## src/hdl/dalwb_pkg.sv

```systemverilog
package dalwb_pkg;

	localparam int DEPTH  = 16;
	localparam int IDX_W  = (DEPTH > 1) ? $clog2(DEPTH) : 1;
	localparam int CNT_W  = $clog2(DEPTH + 1);
	localparam int SUM_W  = IDX_W + 1;
	localparam int VAL_W  = 32;
	localparam int SEQ_W  = 31;
	localparam int TIME_W = 31;

	localparam logic [1:0] ST_ADD_OK   = 2'd0;
	localparam logic [1:0] ST_ADD_DROP = 2'd1;
	localparam logic [1:0] ST_RD_FRESH = 2'd2;
	localparam logic [1:0] ST_RD_HELD  = 2'd3;

	localparam logic REQ_ADD  = 1'b0;
	localparam logic REQ_READ = 1'b1;

	typedef struct packed {
		logic [VAL_W-1:0]  value;
		logic [SEQ_W-1:0]  seq;
		logic [TIME_W-1:0] arr_time;
	} entry_t;

	typedef struct packed {
		logic             rd_en;
		logic [CNT_W-1:0] rd_idx;
		logic             wr_en;
		logic [CNT_W-1:0] wr_idx;
		logic             adv_en;
		logic [CNT_W-1:0] adv_cnt;
	} ring_cmd_t;

endpackage

```

## src/hdl/dalwb_ring.sv

```systemverilog
module dalwb_ring (
	input  logic                clk,
	input  logic                arst_n,
	input  dalwb_pkg::ring_cmd_t cmd,
	input  dalwb_pkg::entry_t   wr_data,
	output dalwb_pkg::entry_t   rd_data
);
	import dalwb_pkg::*;

	entry_t           mem [DEPTH];
	logic [IDX_W-1:0] head_q;
	logic [IDX_W-1:0] rd_phys;
	logic [IDX_W-1:0] wr_phys;
	logic [IDX_W-1:0] adv_phys;

	function automatic logic [IDX_W-1:0] wrap(input logic [IDX_W-1:0] base,
			input logic [CNT_W-1:0] ofs);
		logic [SUM_W-1:0] sum;
		logic [SUM_W-1:0] red;
		sum = {1'b0, base} + SUM_W'(ofs);
		red = (sum >= SUM_W'(DEPTH)) ? (sum - SUM_W'(DEPTH)) : sum;
		return red[IDX_W-1:0];
	endfunction

	assign rd_phys  = wrap(head_q, cmd.rd_idx);
	assign wr_phys  = wrap(head_q, cmd.wr_idx);
	assign adv_phys = wrap(head_q, cmd.adv_cnt);

	always_ff @(posedge clk or negedge arst_n) begin
		if (!arst_n) begin
			head_q <= '0;
		end else if (cmd.adv_en) begin
			head_q <= adv_phys;
		end
	end

	always_ff @(posedge clk) begin
		if (cmd.wr_en) begin
			mem[wr_phys] <= wr_data;
		end
		if (cmd.rd_en) begin
			rd_data <= mem[rd_phys];
		end
	end

endmodule

```

## src/hdl/delayed_arrival_latest_wins_buffer.sv

```systemverilog
// channel   | handshake         | fields
// ----------+-------------------+--------------------------------------------------
// request   | start / busy      | req_type, sample_value, sample_seq, arrival_time,
//           |                   | now_time
// result    | done (one cycle)  | out_value, status
//
// A request is taken when start is high and busy is low; done follows the last busy cycle.
// An add to a full buffer is dropped and answered with done without busy going high.
// Any other add moves each of the m entries with a later arrival time one slot through the
// entry ring; a read scans the d due entries, one per ring read.
// Reset empties the buffer and clears the held value and sequence at once.
// done is high for exactly one cycle per request; the receiver cannot stall.
module delayed_arrival_latest_wins_buffer (
	input  logic                clk,
	input  logic                arst_n,
	input  logic                start,
	output logic                busy,
	input  logic                req_type,
	input  logic signed [31:0]  sample_value,
	input  logic [30:0]         sample_seq,
	input  logic [30:0]         arrival_time,
	input  logic [30:0]         now_time,
	output logic                done,
	output logic signed [31:0]  out_value,
	output logic [1:0]          status
);
	import dalwb_pkg::*;

	localparam logic [2:0] S_IDLE    = 3'd0;
	localparam logic [2:0] S_ADD_RD  = 3'd1;
	localparam logic [2:0] S_ADD_CMP = 3'd2;
	localparam logic [2:0] S_INS     = 3'd3;
	localparam logic [2:0] S_RD_RD   = 3'd4;
	localparam logic [2:0] S_RD_CMP  = 3'd5;
	localparam logic [2:0] S_RD_FIN  = 3'd6;

	logic [2:0]        state_q;
	logic [CNT_W-1:0]  fill_q;
	logic [CNT_W-1:0]  k_q;
	logic [VAL_W-1:0]  val_q;
	logic [SEQ_W-1:0]  seq_q;
	logic [TIME_W-1:0] time_q;
	logic [SEQ_W-1:0]  best_seq_q;
	logic [VAL_W-1:0]  best_val_q;
	logic              fresh_q;
	logic [VAL_W-1:0]  held_value_q;
	logic [SEQ_W-1:0]  held_seq_q;
	logic              done_q;
	logic [VAL_W-1:0]  out_value_q;
	logic [1:0]        status_q;

	ring_cmd_t cmd;
	entry_t    wr_data;
	entry_t    rd_data;
	logic      accept;

	dalwb_ring u_ring (
		.clk     (clk),
		.arst_n  (arst_n),
		.cmd     (cmd),
		.wr_data (wr_data),
		.rd_data (rd_data)
	);

	assign accept    = start && (state_q == S_IDLE);
	assign busy      = (state_q != S_IDLE);
	assign done      = done_q;
	assign out_value = $signed(out_value_q);
	assign status    = status_q;

	always_comb begin
		cmd     = '0;
		wr_data = rd_data;
		case (state_q)
			S_ADD_RD: begin
				if (k_q != '0) begin
					cmd.rd_en  = 1'b1;
					cmd.rd_idx = k_q - 1'b1;
				end
			end
			S_ADD_CMP: begin
				if (rd_data.arr_time > time_q) begin
					cmd.wr_en  = 1'b1;
					cmd.wr_idx = k_q;
				end
			end
			S_INS: begin
				cmd.wr_en        = 1'b1;
				cmd.wr_idx       = k_q;
				wr_data.value    = val_q;
				wr_data.seq      = seq_q;
				wr_data.arr_time = time_q;
			end
			S_RD_RD: begin
				if (k_q != fill_q) begin
					cmd.rd_en  = 1'b1;
					cmd.rd_idx = k_q;
				end
			end
			S_RD_FIN: begin
				cmd.adv_en  = 1'b1;
				cmd.adv_cnt = k_q;
			end
			default: begin
				cmd = '0;
			end
		endcase
	end

	always_ff @(posedge clk or negedge arst_n) begin
		if (!arst_n) begin
			state_q      <= S_IDLE;
			fill_q       <= '0;
			held_value_q <= '0;
			held_seq_q   <= '0;
			done_q       <= 1'b0;
			k_q          <= '0;
			fresh_q      <= 1'b0;
		end else begin
			done_q <= 1'b0;
			case (state_q)
				S_IDLE: begin
					if (accept) begin
						val_q  <= $unsigned(sample_value);
						seq_q  <= sample_seq;
						if (req_type == REQ_ADD) begin
							time_q <= arrival_time;
							if (fill_q == CNT_W'(DEPTH)) begin
								done_q      <= 1'b1;
								status_q    <= ST_ADD_DROP;
								out_value_q <= held_value_q;
							end else begin
								k_q     <= fill_q;
								state_q <= S_ADD_RD;
							end
						end else begin
							time_q     <= now_time;
							k_q        <= '0;
							best_seq_q <= held_seq_q;
							best_val_q <= held_value_q;
							fresh_q    <= 1'b0;
							state_q    <= S_RD_RD;
						end
					end
				end
				S_ADD_RD: begin
					state_q <= (k_q == '0) ? S_INS : S_ADD_CMP;
				end
				S_ADD_CMP: begin
					if (rd_data.arr_time > time_q) begin
						k_q     <= k_q - 1'b1;
						state_q <= S_ADD_RD;
					end else begin
						state_q <= S_INS;
					end
				end
				S_INS: begin
					fill_q      <= fill_q + 1'b1;
					done_q      <= 1'b1;
					status_q    <= ST_ADD_OK;
					out_value_q <= held_value_q;
					state_q     <= S_IDLE;
				end
				S_RD_RD: begin
					state_q <= (k_q == fill_q) ? S_RD_FIN : S_RD_CMP;
				end
				S_RD_CMP: begin
					if (rd_data.arr_time <= time_q) begin
						if (rd_data.seq > best_seq_q) begin
							best_seq_q <= rd_data.seq;
							best_val_q <= rd_data.value;
							fresh_q    <= 1'b1;
						end
						k_q     <= k_q + 1'b1;
						state_q <= S_RD_RD;
					end else begin
						state_q <= S_RD_FIN;
					end
				end
				S_RD_FIN: begin
					fill_q <= fill_q - k_q;
					done_q <= 1'b1;
					if (fresh_q) begin
						held_value_q <= best_val_q;
						held_seq_q   <= best_seq_q;
						out_value_q  <= best_val_q;
						status_q     <= ST_RD_FRESH;
					end else begin
						out_value_q <= held_value_q;
						status_q    <= ST_RD_HELD;
					end
					state_q <= S_IDLE;
				end
				default: begin
					state_q <= S_IDLE;
				end
			endcase
		end
	end

	a_fill_bound: assert property (@(posedge clk) disable iff (!arst_n)
		fill_q <= CNT_W'(DEPTH))
		else $error("fill count above depth");

	a_drop_when_full: assert property (@(posedge clk) disable iff (!arst_n)
		(done_q && status_q == ST_ADD_DROP) |-> (fill_q == CNT_W'(DEPTH)))
		else $error("add dropped while buffer not full");

	a_fresh_newer: assert property (@(posedge clk) disable iff (!arst_n)
		(done_q && status_q == ST_RD_FRESH) |-> (held_seq_q > $past(held_seq_q)))
		else $error("fresh read did not raise held sequence");

	a_request_progress: assert property (@(posedge clk) disable iff (!arst_n)
		accept |=> (busy || done_q))
		else $error("request neither in progress nor answered");

endmodule
```

## config.mk

```make
export PLATFORM = sky130hd
export DESIGN_NAME = delayed_arrival_latest_wins_buffer
export DESIGN_NICKNAME = d
export VERILOG_FILES = /design/src/hdl/dalwb_pkg.sv /design/src/hdl/dalwb_ring.sv /design/src/hdl/delayed_arrival_latest_wins_buffer.sv
export SDC_FILE = /design/constraint.sdc
export NUM_CORES = 2
export LEC_CHECK = 0
export ABC_AREA = 0
export BUFFER_PORTS_ARGS = -buffer_cell sky130_fd_sc_hd__buf_2
export CAP_MARGIN = 20
export CORE_MARGIN = 3
export CORE_UTILIZATION = 50
export DETAILED_ROUTE_END_ITERATION = 6
export PLACE_DENSITY = 0.66
export SLEW_MARGIN = 25
export SYNTH_ARGS = -nofsm -noshare
export SYNTH_HDL_FRONTEND = slang
export SYNTH_SLANG_ARGS = --single-unit
```

## constraint.sdc

```tcl
create_clock -name clk -period 18.35 [get_ports clk]
set_clock_uncertainty 0.1 [all_clocks]
set_input_delay 5.505 -clock clk [delete_from_list [all_inputs] [get_ports clk]]
set_output_delay 5.505 -clock clk [all_outputs]
set_load 0.02 [all_outputs]
```

==> key figures <==
Run status
  • Status: completed

Routing
  • DR vias: 35300
  • WL final: around 160 mm
  • Vias per cell: 5.84
  • DR iter-0 viols: between 3000 and 4000
  • Drt first pass iters: 5
  • Drc violations: 0
  • Post-DRT Antenna Nets: 0
  • Wirelength per Cell: 26.5 um

Timing
  • Achievable Freq: roughly 130 MHz
  • Fin. Hold Viols: 0
  • Slew margin rel.: roughly 27%
  • Final Setup Violations: 0
  • Final Max Tran Viols: 0
  • RSZ-0062 raised after global routing: false
  • Minimum clock period: between 7 and 8 ns
  • Setup tns final: 0 ns
  • Tcrit/Tclk final: a little over two fifths
  • Worst-margin pin slew: between 1 and 1.5 ns

Final layout
  • Area Overhead vs Synth: 12.9%
  • ANT cells: 0
  • Final Non-Filler Cells: slightly above 6000
  • Final Net Count: 4185
  • Share of cells above drive strength 1: between 20% and 30%
  • Fin util: 56.9%

GRT
  • Largest net degree at the start of global routing: 133
  • Congestion Overflow GR: 0
  • Initial antenna violation count: 2
  • GR Util All Layers: 21.4%
  • First-pass GRT wire length: 238 mm
  • Vias in the first global route: between 30000 and 40000

Yosys
  • XOR/XNOR Fraction of Synth Area: 0.237%
  • Synth Flop Type: edfxtp_1
  • Largest family of logic cells by synthesized area: multiplexers
  • Post-synth EDFFs: about 1800
  • Synth top area share: approximately three quarters
  • Yosys Warn Count: 0
  • Synth Area per Inst: around 20 sq um
  • Gate Count Post-Synth: approximately 3700
  • Synth Area in Simple Gates: 3.26%
  • Sequential fraction of the synthesis area: between 70% and 80%
  • Adder-cell area share of the yosys netlist: roughly 1.5%
  • Asr flop ratio synth: ~4.4%
  • Syn Nets: 3920
  • Yosys top cell by area: edfxtp_1
  • Post-synthesis mux area share: about 16%
  • Cell Area, Synth: 0.0735 sq mm
  • Synthesized flop and latch total: about 1900
  • Top cells by area, synth: edfxtp_1 73%, mux4_2 12%, mux2i_1 3.9%
  • Synth Area in Compound Gates: around 1.3%
  • Post-synth cell types: 63

Power and ir drop
  • Clk pwr share: between 20% and 30%
  • Sw frac: between 30% and 40%
  • Sequential Power Share: roughly two fifths
  • Comb power frac: roughly 37%
  • Psw: a little over 0.005 W
  • Internal power: about 0.011 W
  • PD cells: 190 mW/mm^2
  • Peak VDD IR: approximately 0.00029 V
  • Leakage: about 28 nW

Hold path
  • Worst hold path type: reg2reg
  • Hold Startpoint: held_seq_q[19]$_DFFE_PN0P_

CTS
  • CTS Buf Count: 183
  • Max clock buf depth: 3
  • Clock-pin slew on the worst setup and hold paths: about 0.060 ns
  • Clock Latency Late Sink: 0.82 ns
  • Clk root buf: clkbuf_16
  • H-tree levels: 4
  • CTS tree: yes
  • CTS hold repair buffers: 0
  • # Post-CTS Setup Buffers: 0
  • TritonCTS Sinks: 1871
  • Post-CTS Resized: 0

Floorplanning
  • Die Width: ~390 um
  • Starting density of the core: a little over 50%
  • Core footprint: 0.146 sq mm
  • Total Die Area: about 0.15 sq mm
  • Rows: between 100 and 150
  • Die height: 389 um
  • I/O pin cnt: approximately 170

Critical path
  • CP arrival: between 8 and 9 ns
  • Critical path startpoint: req_type
  • WP data required: around 19 ns
  • Critical Path Start Type: input port
  • Worst R2R Setup Slack: about 12 ns
  • Worst Setup End Kind: flip-flop
  • R2R Path Start: time_q[24]$_DFFE_PP_
  • Path type of the worst setup path: in2reg
  • Crit Path Max Fanout: 37

Placed design
  • Port buffer count: 164
  • Hpwl dp: 83.1 mm
  • DP Cell Count: around 5700
  • Final GP Congestion: 0.791

Run
  • Max-Cap Viols: 0
[flip-flops by register name, summed over array words and instances (netlist names)]
| signal | cells |
|---|---|
| u_ring.mem | 1504 |
| u_ring.rd_data | 94 |
| best_val_q | 32 |
| held_value_q | 32 |
| out_value | 32 |
| val_q | 32 |
| best_seq_q | 31 |
| held_seq_q | 31 |
| seq_q | 31 |
| time_q | 31 |
| fill_q | 5 |
| k_q | 5 |
| u_ring.head_q | 4 |
| state_q | 3 |
| status | 2 |
| done | 1 |
| fresh_q | 1 |
[cell usage after synthesis (3+ instances only)]
library cell	number
xor2_1	8
nand2b_1	5
nor4_1	3
a211oi_1	4
a22oi_1	5
a221oi_1	3
nor2_1	28
o21a_1	5
mux2i_1	284
a21o_1	6
buf_4	7
nand4_1	13
nor3_1	19
nand2_1	480
fa_1	4
edfxtp_1	1789
and2_1	5
mux2_2	64
dfrtp_1	82
or3_1	3
xnor2_1	10
nor2b_1	5
clkbuf_1	109
ha_1	79
mux4_2	376
buf_2	43
a21oi_1	37
inv_1	81
o21ai_0	87
nand3_1	10
buf_1	15
[cells by family (layout without fill, tap and decap cells)]
kind of cell	Yosys count	in the layout
simple gates	584	584
fa+ha+maj	83	83
flops	1871	1871
xor+xnor	19	19
compound gates	168	168
mux	726	726
buf+inv	257	674
[layout make-up]
class	instances	area (sq um)
multi-input combinational	1580	16900
clock inverter	97	988
inverter	82	308
clock buffer	240	4970
fill	10800	62800
timing repair buffer	255	1620
sequential	1871	55800
tap	1917	2400
[cell usage in the layout (no fill, tap or decap), drive strengths merged, types with 2 or more instances in the layout]
cell,Yosys,layout
dfrtp,82,82
xnor2,11,11
a21oi,37,37
nand2,480,480
xor2,8,8
nand4,14,14
clkbuf,109,240
mux2i,284,284
nor4b,2,2
a221oi,3,3
o21a,5,5
nor4,4,4
a221o,2,2
bufinv,0,15
nand2b,5,5
a31oi,2,2
edfxtp,1789,1789
and4,2,2
nor2b,5,5
clkinv,1,71
o221ai,2,2
or2,2,2
nor2,28,28
ha,79,79
a211oi,4,4
mux2,66,66
and2,5,5
or3,4,4
nor3,19,19
a21o,6,6
fa,4,4
nand3,10,10
a22oi,5,5
buf,66,255
clkinvlp,0,4
o22ai,2,2
o21ai,90,90
inv,81,89
mux4,376,376
[metrics by stage]
step | hold slack (ns) | area [sq um] | worst slack, ns | total power, W
floorplan | 0.350 | 73500 | 4.50 | 0.0106
global placement | 0.362 | 76900 | 9.62 | 0.0121
detailed placement | 0.373 | 76900 | 9.65 | 0.0122
CTS | 0.387 | 82900 | 10.52 | 0.0160
global route | 0.408 | 82900 | 10.34 | 0.0166
finish | 0.385 | 82900 | 10.49 | 0.0158
[critical path, stage by stage]
cell      delay (ns)
buf_2           0.70
nand2_1         0.20
inv_1           0.16
o32ai_1         0.10
a211oi_1        0.37
o21a_4          0.52
buf_4           0.59
[power groups by stage]
| stage | clock network [W] | logic (W) | registers, W |
|---|---|---|---|
| floorplan | 0 | 0.00429 | 0.00630 |
| global placement | 0 | 0.00579 | 0.00633 |
| detailed placement | 0 | 0.00590 | 0.00634 |
| CTS | 0.00377 | 0.00592 | 0.00626 |
| global route | 0.00395 | 0.00637 | 0.00630 |
| finish | 0.00370 | 0.00584 | 0.00626 |
[worst paths after layout]
kind                                                      to  cells after the start
worst max-delay path                 best_val_q[6]$_DFFE_PP_                      7
worst min-delay path              held_seq_q[19]$_DFFE_PN0P_                      2
worst max register to register   u_ring.mem[3][77]$_DFFE_PP_                     16
worst min register to register    held_seq_q[19]$_DFFE_PN0P_                      2
max in group asynchronous         held_seq_q[16]$_DFFE_PN0P_                      2
min in group asynchronous       held_value_q[27]$_DFFE_PN0P_                      1
[metal layers]
metal	global-route usage (%)	wire length [um]	share of wire, %	vias to the layer above
met1	30.5	68600	43	18600
li1	-	-	-	15300
met2	34.5	77800	49	1230
met5	0	0	0	-
met4	5.92	3460	2.2	0
met3	3.76	10200	6.4	200
(Power assumes the default switching activity.)
